`config.mk`:
```
export PLATFORM = sky130hd
export DESIGN_NAME = cctalk_credit_sniffer_unit_flat
export DESIGN_NICKNAME = d
export VERILOG_FILES = /design/src/design/ccs_pkg.sv /design/src/design/ccs_rx_if.sv /design/src/design/ccs_cred_if.sv /design/src/design/ccs_cfg_if.sv /design/src/design/ccs_parser.sv /design/src/design/cctalk_credit_sniffer_unit.sv /design/src/flat_wrapper.sv
export VERILOG_INCLUDE_DIRS = /design/src /design/src/design
export SDC_FILE = /design/constraint.sdc
export NUM_CORES = 1
export LEC_CHECK = 0
export BUFFER_PORTS_ARGS = -buffer_cell sky130_fd_sc_hd__buf_4
export CAP_MARGIN = 10
export CORE_MARGIN = 3
export CORE_UTILIZATION = 50
export CTS_CLUSTER_SIZE = 20
export DETAILED_ROUTE_END_ITERATION = 16
export PLACE_DENSITY = 0.81
export SLEW_MARGIN = 10
export SYNTH_ARGS = -nofsm -noshare
export SYNTH_HDL_FRONTEND = slang
export SYNTH_SLANG_ARGS = --single-unit
```
`constraint.sdc`:
```
create_clock -name i_clk -period 4 [get_ports i_clk]
set_input_delay 0 -clock i_clk [delete_from_list [all_inputs] [get_ports i_clk]]
set_output_delay 0 -clock i_clk [all_outputs]
set_load 0.005 [all_outputs]
```
`src/design/cctalk_credit_sniffer_unit_assert.svh`:
```
// Assertion macros shared by the sniffer RTL.
// Needs i_clk and i_rst_n in the including module's scope.
`ifndef CCTALK_CREDIT_SNIFFER_UNIT_ASSERT_SVH
`define CCTALK_CREDIT_SNIFFER_UNIT_ASSERT_SVH

// Same-cycle implication, off during reset
`define CCS_ASSERT_IMP(lbl, ante, cons) \
    lbl: assert property (@(posedge i_clk) disable iff (!i_rst_n) (ante) |-> (cons)) \
        else $error("sniffer check failed");

// Next-cycle implication, off during reset
`define CCS_ASSERT_NXT(lbl, ante, cons) \
    lbl: assert property (@(posedge i_clk) disable iff (!i_rst_n) (ante) |=> (cons)) \
        else $error("sniffer check failed");

`endif

```
`src/design/ccs_pkg.sv`:
```
// Shared types and constants of the ccTalk credit sniffer.
// No dependencies.
package ccs_pkg;

    localparam int REPLY_BYTES_DEF = 16;

    // Register indexes of the configuration port
    localparam logic [1:0] REG_DEST = 2'd0;
    localparam logic [1:0] REG_SRC  = 2'd1;
    localparam logic [1:0] REG_CMD  = 2'd2;
    localparam logic [1:0] REG_TOP  = 2'd3;

    // Register reset values
    localparam logic [7:0] DEST_RST = 8'd2;
    localparam logic [7:0] SRC_RST  = 8'd1;
    localparam logic [7:0] CMD_RST  = 8'd229;
    localparam logic [7:0] TOP_RST  = 8'd9;

    // Parser phases
    localparam logic [2:0] PH_DEST    = 3'd0;
    localparam logic [2:0] PH_LEN     = 3'd1;
    localparam logic [2:0] PH_SRC     = 3'd2;
    localparam logic [2:0] PH_CMD     = 3'd3;
    localparam logic [2:0] PH_CHK     = 3'd4;
    localparam logic [2:0] PH_CAPTURE = 3'd5;

    // Reply byte positions and the code up to which a reply always refreshes the event
    localparam int EVENT_POS  = 4;
    localparam int CODE_POS   = 5;
    localparam int STATUS_POS = 6;
    localparam logic [7:0] UPDATE_TOP_CODE = 8'd10;
    localparam logic [7:0] STATUS_OK_A = 8'd1;
    localparam logic [7:0] STATUS_OK_B = 8'd3;

    typedef struct packed {
        logic [7:0] dest;
        logic [7:0] src;
        logic [7:0] cmd;
        logic [7:0] top;
    } t_ccs_cfg;

    typedef struct packed {
        logic       valid;
        logic [7:0] coin_code;
        logic [7:0] event_count;
    } t_ccs_credit;

endpackage

```
`src/design/ccs_rx_if.sv`:
```
// Byte channel from the bus receiver into the sniffer.
// No dependencies.
interface ccs_rx_if;
    logic       valid;
    logic       ready;
    logic [7:0] rx_byte;
    logic       session_start;

    modport source (output valid, rx_byte, session_start, input ready);
    modport sink   (input valid, rx_byte, session_start, output ready);
endinterface

```
`src/design/ccs_cred_if.sv`:
```
// Credit report channel out of the sniffer.
// No dependencies.
interface ccs_cred_if;
    logic       valid;
    logic       ready;
    logic [7:0] coin_code;
    logic [7:0] event_count;

    modport source (output valid, coin_code, event_count, input ready);
    modport sink   (input valid, coin_code, event_count, output ready);
endinterface

```
`src/design/ccs_cfg_if.sv`:
```
// Register write channel of the sniffer.
// No dependencies.
interface ccs_cfg_if;
    logic       valid;
    logic       ready;
    logic [1:0] index;
    logic [7:0] data;

    modport source (output valid, index, data, input ready);
    modport sink   (input valid, index, data, output ready);
endinterface

```
`src/design/ccs_parser.sv`:
```
// Poll frame matcher and reply capture with the credit decision.
// Depends on ccs_pkg and cctalk_credit_sniffer_unit_assert.svh.
`include "cctalk_credit_sniffer_unit_assert.svh"

module ccs_parser #(
    parameter int REPLY_BYTES = ccs_pkg::REPLY_BYTES_DEF
) (
    input  logic                  i_clk,
    input  logic                  i_rst_n,
    input  logic                  i_take,
    input  logic [7:0]            i_byte,
    input  logic                  i_start,
    input  ccs_pkg::t_ccs_cfg     i_cfg,
    output ccs_pkg::t_ccs_credit  o_credit
);
    import ccs_pkg::*;

    localparam int CAP_W = $clog2(REPLY_BYTES);
    localparam logic [CAP_W-1:0] LAST_IDX = CAP_W'(REPLY_BYTES - 1);
    localparam logic [CAP_W-1:0] EVT_IDX  = CAP_W'(EVENT_POS);
    localparam logic [CAP_W-1:0] CODE_IDX = CAP_W'(CODE_POS);
    localparam logic [CAP_W-1:0] STAT_IDX = CAP_W'(STATUS_POS);

    logic [2:0]       r_phase, n_phase;
    logic [CAP_W-1:0] r_idx, n_idx;
    logic [7:0]       r_evt, n_evt;
    logic [7:0]       r_code, n_code;
    logic [7:0]       r_stat, n_stat;
    logic [7:0]       r_last, n_last;
    logic             r_known, n_known;

    logic [2:0]       w_phase;
    logic [CAP_W-1:0] w_idx;
    logic [7:0]       w_last;
    logic             w_known;
    logic [7:0]       w_chk;
    logic             w_in_update;
    logic             w_new_evt;

    // Expected checksum of the poll frame (length byte is zero)
    assign w_chk = 8'(8'd0 - i_cfg.dest - i_cfg.src - i_cfg.cmd);

    // Session start clears the parser and the stored event first
    assign w_phase = i_start ? PH_DEST : r_phase;
    assign w_idx   = i_start ? '0 : r_idx;
    assign w_last  = i_start ? 8'd0 : r_last;
    assign w_known = i_start ? 1'b0 : r_known;

    // Capture the reply fields, merging the current byte
    assign n_evt  = (w_phase == PH_CAPTURE && w_idx == EVT_IDX)  ? i_byte : r_evt;
    assign n_code = (w_phase == PH_CAPTURE && w_idx == CODE_IDX) ? i_byte : r_code;
    assign n_stat = (w_phase == PH_CAPTURE && w_idx == STAT_IDX) ? i_byte : r_stat;

    assign w_in_update = (n_code != 8'd0)
        && (n_code <= UPDATE_TOP_CODE || n_code <= i_cfg.top);
    assign w_new_evt = !w_known || (w_last != n_evt);

    // Advance the phase and decide at the last reply byte
    always_comb begin
        n_phase = PH_DEST;
        n_idx = w_idx;
        n_last = w_last;
        n_known = w_known;
        o_credit = '0;
        unique case (w_phase)
            PH_LEN: begin
                n_phase = (i_byte == 8'd0) ? PH_SRC : PH_DEST;
            end
            PH_SRC: begin
                n_phase = (i_byte == i_cfg.src) ? PH_CMD : PH_DEST;
            end
            PH_CMD: begin
                n_phase = (i_byte == i_cfg.cmd) ? PH_CHK : PH_DEST;
            end
            PH_CHK: begin
                n_phase = (i_byte == w_chk) ? PH_CAPTURE : PH_DEST;
                n_idx = '0;
            end
            PH_CAPTURE: begin
                if (w_idx == LAST_IDX) begin
                    n_phase = PH_DEST;
                    n_idx = '0;
                    if (w_in_update && w_new_evt) begin
                        n_last = n_evt;
                        n_known = 1'b1;
                        o_credit.valid = i_take
                            && (n_stat == STATUS_OK_A || n_stat == STATUS_OK_B)
                            && (n_code <= i_cfg.top);
                        o_credit.coin_code = n_code;
                        o_credit.event_count = n_evt;
                    end
                end else begin
                    n_phase = PH_CAPTURE;
                    n_idx = w_idx + 1'b1;
                end
            end
            default: begin
                n_phase = (i_byte == i_cfg.dest) ? PH_LEN : PH_DEST;
            end
        endcase
    end

    // Hold state between beats
    always_ff @(posedge i_clk) begin
        if (!i_rst_n) begin
            r_phase <= PH_DEST;
            r_idx <= '0;
            r_last <= 8'd0;
            r_known <= 1'b0;
        end else if (i_take) begin
            r_phase <= n_phase;
            r_idx <= n_idx;
            r_last <= n_last;
            r_known <= n_known;
        end
    end

    // Captured reply bytes are always rewritten before they are used
    always_ff @(posedge i_clk) begin
        if (i_take) begin
            r_evt <= n_evt;
            r_code <= n_code;
            r_stat <= n_stat;
        end
    end

    `CCS_ASSERT_IMP(a_phase_legal, 1'b1, r_phase <= PH_CAPTURE)
    `CCS_ASSERT_IMP(a_idx_only_capture, r_idx != '0, r_phase == PH_CAPTURE)
    `CCS_ASSERT_IMP(a_credit_at_end, o_credit.valid,
        w_phase == PH_CAPTURE && w_idx == LAST_IDX)
    `CCS_ASSERT_NXT(a_credit_known, o_credit.valid,
        r_known && r_last == $past(o_credit.event_count))

endmodule

```
`src/design/cctalk_credit_sniffer_unit.sv`:
```
// ccTalk buffered-credit sniffer: register file, parser and credit output stage.
// Depends on ccs_pkg, the channel interfaces, ccs_parser and the assert header.
// A credit appears on o_cred in the cycle after the last reply byte is taken.
// Throughput: one bus byte per cycle; i_rx.ready is low while a credit waits in
// the output register and o_cred is stalled.
// Reset (synchronous, active low): registers to 2, 1, 229, 9; parser idle, no event.
`include "cctalk_credit_sniffer_unit_assert.svh"

module cctalk_credit_sniffer_unit #(
    parameter int REPLY_BYTES = ccs_pkg::REPLY_BYTES_DEF
) (
    input  logic  i_clk,
    input  logic  i_rst_n,
    ccs_rx_if.sink     i_rx,
    ccs_cfg_if.sink    i_cfg,
    ccs_cred_if.source o_cred
);
    import ccs_pkg::*;

    t_ccs_cfg    r_cfg;
    t_ccs_credit w_credit;
    logic        w_take;
    logic        r_out_valid;
    logic [7:0]  r_out_code;
    logic [7:0]  r_out_evt;

    // Register writes are always taken
    assign i_cfg.ready = 1'b1;

    always_ff @(posedge i_clk) begin
        if (!i_rst_n) begin
            r_cfg.dest <= DEST_RST;
            r_cfg.src <= SRC_RST;
            r_cfg.cmd <= CMD_RST;
            r_cfg.top <= TOP_RST;
        end else if (i_cfg.valid) begin
            unique case (i_cfg.index)
                REG_DEST: r_cfg.dest <= i_cfg.data;
                REG_SRC:  r_cfg.src <= i_cfg.data;
                REG_CMD:  r_cfg.cmd <= i_cfg.data;
                REG_TOP:  r_cfg.top <= i_cfg.data;
                default:  r_cfg <= r_cfg;
            endcase
        end
    end

    // Take a byte unless a credit is stuck in the output register
    assign i_rx.ready = !r_out_valid || o_cred.ready;
    assign w_take = i_rx.valid && i_rx.ready;

    ccs_parser #(
        .REPLY_BYTES(REPLY_BYTES)
    ) u_parser (
        .i_clk   (i_clk),
        .i_rst_n (i_rst_n),
        .i_take  (w_take),
        .i_byte  (i_rx.rx_byte),
        .i_start (i_rx.session_start),
        .i_cfg   (r_cfg),
        .o_credit(w_credit)
    );

    // Load a new credit beat, drop it once taken
    always_ff @(posedge i_clk) begin
        if (!i_rst_n) begin
            r_out_valid <= 1'b0;
        end else if (w_credit.valid) begin
            r_out_valid <= 1'b1;
        end else if (o_cred.ready) begin
            r_out_valid <= 1'b0;
        end
    end

    always_ff @(posedge i_clk) begin
        if (w_credit.valid) begin
            r_out_code <= w_credit.coin_code;
            r_out_evt <= w_credit.event_count;
        end
    end

    assign o_cred.valid = r_out_valid;
    assign o_cred.coin_code = r_out_code;
    assign o_cred.event_count = r_out_evt;

    `CCS_ASSERT_IMP(a_ready_stall, !i_rx.ready, r_out_valid && !o_cred.ready)
    `CCS_ASSERT_NXT(a_credit_loads, w_credit.valid,
        r_out_valid && r_out_code == $past(w_credit.coin_code))
    `CCS_ASSERT_IMP(a_credit_code_range, w_credit.valid,
        w_credit.coin_code != 8'd0 && w_credit.coin_code <= r_cfg.top)

endmodule

```
`src/flat_wrapper.sv`:
```
// flat-port wrapper written by rule: the top's interface ports become plain ports
module cctalk_credit_sniffer_unit_flat import ccs_pkg::*;
#(
    parameter int REPLY_BYTES = ccs_pkg::REPLY_BYTES_DEF
)
  (i_clk, i_rst_n, i_rx_valid, i_rx_rx_byte, i_rx_session_start, i_rx_ready, i_cfg_valid, i_cfg_index, i_cfg_data, i_cfg_ready, o_cred_valid, o_cred_coin_code, o_cred_event_count, o_cred_ready);
  ccs_rx_if i_rx_i ();
  ccs_cfg_if i_cfg_i ();
  ccs_cred_if o_cred_i ();
  input  logic i_clk;
  input  logic i_rst_n;
  input wire logic [$bits(i_rx_i.valid)-1:0] i_rx_valid;
  input wire logic [$bits(i_rx_i.rx_byte)-1:0] i_rx_rx_byte;
  input wire logic [$bits(i_rx_i.session_start)-1:0] i_rx_session_start;
  output wire logic [$bits(i_rx_i.ready)-1:0] i_rx_ready;
  input wire logic [$bits(i_cfg_i.valid)-1:0] i_cfg_valid;
  input wire logic [$bits(i_cfg_i.index)-1:0] i_cfg_index;
  input wire logic [$bits(i_cfg_i.data)-1:0] i_cfg_data;
  output wire logic [$bits(i_cfg_i.ready)-1:0] i_cfg_ready;
  output wire logic [$bits(o_cred_i.valid)-1:0] o_cred_valid;
  output wire logic [$bits(o_cred_i.coin_code)-1:0] o_cred_coin_code;
  output wire logic [$bits(o_cred_i.event_count)-1:0] o_cred_event_count;
  input wire logic [$bits(o_cred_i.ready)-1:0] o_cred_ready;
  assign i_rx_i.valid = i_rx_valid;
  assign i_rx_i.rx_byte = i_rx_rx_byte;
  assign i_rx_i.session_start = i_rx_session_start;
  assign i_rx_ready = i_rx_i.ready;
  assign i_cfg_i.valid = i_cfg_valid;
  assign i_cfg_i.index = i_cfg_index;
  assign i_cfg_i.data = i_cfg_data;
  assign i_cfg_ready = i_cfg_i.ready;
  assign o_cred_valid = o_cred_i.valid;
  assign o_cred_coin_code = o_cred_i.coin_code;
  assign o_cred_event_count = o_cred_i.event_count;
  assign o_cred_i.ready = o_cred_ready;
  cctalk_credit_sniffer_unit #(.REPLY_BYTES(REPLY_BYTES)) u_core (.i_clk(i_clk), .i_rst_n(i_rst_n), .i_rx(i_rx_i), .i_cfg(i_cfg_i), .o_cred(o_cred_i));
endmodule
```
### Word level (Yosys, flattened, before mapping)

Index checks and enable logic that the tools add are counted.

* register bits: 89
* input bits: 24
* output and inout port bits: 19

* $add $sub $neg: 4
* order comparisons: 2
* equal/unequal tests: 19
* multiplexer cells: 27
* reduce and logical (&&, ||, !) cells: 23

Operators with widths (count)
* 8-bit two-way mux: 7
* 17-bit two-way mux: 3
* 8-bit == test: 4
* 8-bit subtractor: 2
* 3-bit case mux with 5 select lines: 1
* 4-bit by 3-bit == test with 1-bit output, second input constant: 3
* 3-bit two-way mux: 4
* 8-bit by 1-bit == test with 1-bit output, second input constant: 1
* 8-bit by 2-bit == test with 1-bit output, second input constant: 1
* 8-bit by 4-bit less-or-equal comparator with 1-bit output, second input constant: 1
* 8-bit less-or-equal comparator: 1
* 1-bit logical AND: 8
* 8-bit zero test: 1
* 4-bit two-way mux: 2
* 8-bit inequality test: 1
* 4-bit case mux with 2 select lines: 1
* 2-bit AND reduction: 4
* 8-bit nonzero test: 1
* 1-bit by 8-bit subtractor with 8-bit output, first input constant: 1
* 1-bit two-way mux: 7
* 3-bit by 2-bit == test with 1-bit output, second input constant: 2
* 3-bit == test, second input constant: 2
* 4-bit by 1-bit adder with 4-bit output, second input constant: 1
* 2-bit == test, second input constant: 2
* other kinds (9): 14

### Longest topological paths before layout

* depth in word-level cells: 12
* gate-level depth with buffers: 18
* gate-level depth less buffers: 15

### Hierarchy

A second synthesis with hierarchy kept.

* cell total of the unflattened synthesis: 526
* area total of the unflattened synthesis: 5236.3 sq um

Modules (own cells, without submodules)
* ccs_parser: instances 1, cells each 375, area each 3402.0 sq um
* cctalk_credit_sniffer_unit: instances 1, cells each 151, area each 1834.3 sq um

### Least setup slack after synthesis

OpenSTA, ideal clock, no wires.

* kind: in2reg
* start: in i_rx_session_start
* end: reg u_core.r_out_code[0] (netlist: u_core.o_cred.coin_code[0]), enable pin
* setup time: 0.401 ns
* data arrival time: 3.760 ns
* data required time: 3.599 ns
* slack: -0.161 ns
* stages: 14
* path buffers: 1
* cell sequence: clkbuf_1 -> clkinv_1 -> nand2_1 -> ha_1 -> nand3b_1 -> nor2_1 -> mux2_2 -> ha_1 -> a21oi_1 -> o21ai_0 -> a211o_1 -> a311oi_1 -> o2111ai_1 -> a31oi_1

RTL lines
* start, declared: line flat_wrapper.sv:14 `input wire logic [$bits(i_rx_i.session_start)-1:0] i_rx_session_start;`
* end signal, assigned: line cctalk_credit_sniffer_unit.sv:76 `r_out_code <= w_credit.coin_code;`
* end, declared: line cctalk_credit_sniffer_unit.sv:24 `logic [7:0] r_out_code;`

### Worst setup path in the final report

* start: reg u_core.u_parser.r_idx[0]
* end: reg u_core.u_parser.r_last[2]

* cells in the longest elaborated chain, start to end: 11

RTL lines
* start, declared: line ccs_parser.sv:25 `logic [CAP_W-1:0] r_idx, n_idx;`
* start signal, assigned: line ccs_parser.sv:112 `r_idx <= n_idx;`
* 4-bit two-way mux (*): line ccs_parser.sv:45 `assign w_idx = i_start ? '0 : r_idx;`
* 4-bit by 3-bit == test with 1-bit output (*): line ccs_parser.sv:51 `assign n_code = (w_phase == PH_CAPTURE && w_idx == CODE_IDX) ? i_byte : r_code;`
* 1-bit logical AND (*): line ccs_parser.sv:51
* 8-bit two-way mux (*): line ccs_parser.sv:51
* named net u_core.u_parser.n_code[5]: line ccs_parser.sv:27 `logic [7:0] r_code, n_code;`
* 8-bit by 4-bit less-or-equal comparator with 1-bit output or 8-bit less-or-equal comparator (tied branches): line ccs_parser.sv:55 `&& (n_code <= UPDATE_TOP_CODE || n_code <= i_cfg.top);`
* 1-bit logical OR: line ccs_parser.sv:55
* 1-bit logical AND (*): line ccs_parser.sv:55
* 1-bit logical AND (*): line ccs_parser.sv:83 `if (w_in_update && w_new_evt) begin`
* 8-bit two-way mux (*): line ccs_parser.sv:83
* 8-bit two-way mux (*): line ccs_parser.sv:80 `if (w_idx == LAST_IDX) begin`
* 8-bit two-way mux (*): line ccs_parser.sv:65 `unique case (w_phase)`
* end signal, assigned: line ccs_parser.sv:113 `r_last <= n_last;`
* end, declared: line ccs_parser.sv:29 `logic [7:0] r_last, n_last;`

The timed path passes the listed nets; every way through them passes the cells marked *.
A chain may end at the register's enable or synchronous reset.

==> summary.log <==
INFO  status         outcome=finished clean
INFO  die            initial_core_utilization=52.2%
INFO  cts            clockRootBuffer=sky130_fd_sc_hd__clkbuf_8
INFO  power_and_ir_drop p_per_area=340mW/mm2
INFO  timing         setup_viol=0
INFO  timing         tightestPinTransition=1.08ns
INFO  grt            track_usage=23.1%
INFO  route          drtIter0Drc=379
INFO  timing         maxSlewViolCount=0
INFO  yosys          yosys_register_bits=88
INFO  cts            clock_latency=0.37ns
INFO  cts            cts_made_buffers=9
INFO  timing         post-route-min-period=3.82ns
INFO  cts            cts_buffer_depth=2
INFO  setup_path     path_max_fanout=23
INFO  die            die-area=0.0117mm2
INFO  final_layout   area_growth_syn_to_layout=15.0%
INFO  setup_path     ff2ff_setup_slack=0.18ns
INFO  die            core=0.00995mm2
INFO  cts            clock_sink_count=88
INFO  route          detail_route.drc_violations=0
INFO  yosys          ys.warnings.count=0
INFO  grt            global_route.overflow_total=0
INFO  yosys          post_synth_xor_area_fraction=7.08%
INFO  yosys          synth.avg_cell_area=9.13um2
INFO  yosys          post_synth_fa_ha_maj_area_fraction=8.71%
INFO  yosys          dominantRegCellSynth=sky130_fd_sc_hd__dfxtp_1
INFO  final_layout   multi_input_area=0.00276mm2
INFO  yosys          synth_edf_count=39
INFO  yosys          netlist_area=0.00520mm2
INFO  route          per_cell_routed_wire_length=17.4um
INFO  route          detailroute.via_count=4423
INFO  die            die-height=108um
INFO  final_layout   combined_flip_flop_and_latch_cell_area=0.00215mm2
INFO  yosys          synth.area.mux_share=4.24%
INFO  timing         skew=0.0159ns
INFO  min_path       timing.hold.worst.class=input port to flop
INFO  final_layout   layout.core_utilization=60.0%
INFO  grt            number_of_antenna_violations_at_the_first_check_in_global_routing=0
INFO  timing         setup_tns=0ns
INFO  cts            postCtsSetupRepairBufs=0
INFO  yosys          synth.lib_cells_used.distinct=63
INFO  route          route.detailed.vias_per_inst=5.90
INFO  timing         timing.slew.headroom=27.6%
INFO  route          postRouteAntennaNets=0
INFO  timing         final_hold_viol_count=0
INFO  die            num_rows=36
INFO  yosys          mappedNetlistNets=625
INFO  grt            gr-usage-met3=4.36%
INFO  cts            cts.htree.levels=3
INFO  cts            cts_tree=yes
INFO  timing         fmaxAchievable=0.262GHz
INFO  yosys          post_synth_and_or_nand_nor_area_fraction=18.2%
INFO  final_layout   layout.nets=668
INFO  grt            pin_count_of_the_biggest_net_entering_global_routing=32
INFO  power_and_ir_drop max_rail_drop_vdd=0.320mV
INFO  final_layout   num-fill-cells=816
INFO  grt            grtUsageMet1=28.7%
INFO  yosys          yosysSeqAreaShare=41.4%
INFO  place          port-buffer-count=41
INFO  route          drt-total-wl=13000um
INFO  timing         post_route_fraction_of_the_period_consumed_by_the_critical_path=95.5%
INFO  setup_path     timing_worst_setup_path_type=flop to flop
INFO  route          first_pass_iters=8
INFO  flow_run       maxCapViolations=0
INFO  die            boundaryPins=43
INFO  place          routabilityCongestion=0.857
INFO  yosys          synthCells=569
INFO  final_layout   number_of_antenna_repair_diodes=0
INFO  yosys          combinational_family_with_the_most_area_after_synthesis=simple AND/OR/NAND/NOR gates
INFO  final_layout   layout-drive-gt1-share=14.1%
INFO  setup_path     arrival=4.11ns
INFO  grt            grt_pass1_wl=21000um
INFO  grt            vias_in_the_first_global_route=4302
INFO  yosys          synth_compound_gate_area_share=14.1%
INFO  yosys          synth_async_sr_flop_share=0%
INFO  timing         rsz_0062_raised_after_global_routing=no
INFO  die            chipWidth=108um
INFO  setup_path     timing.critical_path.to_type=flop
INFO  grt            global_route.peak_usage_layer=met2
INFO  power_and_ir_drop leakage_component_of_the_power=2.23nW
INFO  setup_path     critPathRequiredTime=4.29ns
INFO  place          detailedPlacementHpwl=9210um
INFO  cts            clk_pin_slew_worst_paths=0.10ns
INFO  setup_path     timing.critical_path.from_type=flop
INFO  grt            use_met2=39.9%
[cells in the final DEF (no fill, tap or decap), drive strengths merged, types with 7 or more instances in the layout]
cell,n
dlygate4sd3,11
o21ai,28
mux2i,8
edfxtp,39
nor2b,11
nor4,12
fa,7
clkbuf,12
nor2,37
ha,25
a21o,9
xnor2,24
mux2,11
nand2,76
xor2,18
nand3,16
buf,50
nand4,13
dfxtp,49
inv,46
a21oi,42
[synth_stat cells (all sizes together), types with 7 or more instances]
cell    number  area [um2]
edfxtp      39        1170
mux2i        8        96.3
dfxtp       49         981
nor4        12        90.1
a21o         9        75.1
ha          25         313
buf          7        56.3
xor2        18         158
clkbuf      22        82.6
xnor2       24         210
nor2b       11        68.8
a21oi       42         210
fa           7         140
nand3       16        80.1
inv         46         173
o21ai       28         140
nand2       76         285
nor2        37         139
nand4       13        81.3
mux2        11         124
[kinds of logic after synthesis]
kind of cell	after synthesis
flip-flops	88
AND/OR/NAND/NOR	193
buffers and inverters	77
other	1
multiplexers	19
adder cells (fa/ha/maj)	32
XOR/XNOR	42
AO/OA/AOI/OAI	117
[timing repair]
item,4_1_cts,5_1_grt
resized for setup,0,4
endpoints found under the setup margin,0,7
hold buffers,11,0
endpoints found under the hold margin,32,0
[per-stage QoR]
stage / setup slack (ns) / cell area [um2] / cells / power [mW] / hold WS (ns)
global route: 0.0113 / 5980 / 750 / 2.11 / 0.0499
finish: 0.180 / 5980 / 750 / 2.03 / 0.0357
global placement: 0.370 / 5610 / 723 / 1.30 / 0.250
CTS: 0.178 / 5950 / 750 / 2.03 / 0.0240
detailed placement: 0.188 / 5610 / 723 / 1.31 / 0.259
floorplan: 0.156 / 5200 / 569 / 1.22 / 0.124
[registers in the layout, indices dropped and copies added (netlist names), 3 cells and up]
name,flops
u_core.o_cred.event_count,8
u_core.o_cred.coin_code,8
u_core.u_parser.r_evt,8
u_core.r_cfg,32
u_core.u_parser.r_code,8
u_core.u_parser.r_last,8
u_core.u_parser.r_stat,7
u_core.u_parser.r_phase,3
u_core.u_parser.r_idx,4
[layout make-up]
cell class / count / area share [%]
clock buffers: 12 / 2.62
repair buffers: 61 / 8.12
inverters: 48 / 3.01
well taps: 133 / 2.78
clock inverters: 4 / 1.28
flip-flops and latches: 88 / 36.0
multi-input cells: 404 / 46.2
[worst paths after layout]
| path | depth (start not counted) | start | end |
|---|---|---|---|
| worst max-delay path | 15 | u_core.u_parser.r_idx[0] | u_core.u_parser.r_last[2] |
| worst min-delay path | 4 | i_cfg_index[1] | u_core.r_cfg[19] |
| worst max register to register | 15 | u_core.u_parser.r_idx[0] | u_core.u_parser.r_last[2] |
| worst min register to register | 2 | u_core.r_cfg[5] | u_core.r_cfg[5] |
[routing by layer]
layer  up-vias  share of wire [%]
met1      2090                 40
li1       2068                  -
met5         -                  0
met2       223                 49
met4         0                3.1
met3        42                8.2
[worst max-delay path, stage by stage, from the launching register on]
cell	delay (ns)
sky130_fd_sc_hd__dfxtp_1	0.36
sky130_fd_sc_hd__nor2b_1	0.25
sky130_fd_sc_hd__ha_1	0.20
sky130_fd_sc_hd__nand3b_1	0.17
sky130_fd_sc_hd__nor2_1	0.14
sky130_fd_sc_hd__buf_4	0.17
sky130_fd_sc_hd__mux2_2	0.37
sky130_fd_sc_hd__ha_1	0.31
sky130_fd_sc_hd__a21oi_1	0.15
sky130_fd_sc_hd__o21ai_0	0.08
sky130_fd_sc_hd__a211o_1	0.31
sky130_fd_sc_hd__a311oi_2	0.25
sky130_fd_sc_hd__o31ai_2	0.16
sky130_fd_sc_hd__a21o_4	0.30
sky130_fd_sc_hd__or3_1	0.32
sky130_fd_sc_hd__a31oi_1	0.18
[power breakdown]
group          internal [mW]  leakage, nW  switching [mW]  total, mW
combinational          0.144         1.39           0.180      0.324
sequential             0.962        0.733          0.0187      0.981
clock                  0.392        0.112           0.333      0.725
Power figures use the tool's default switching activity.
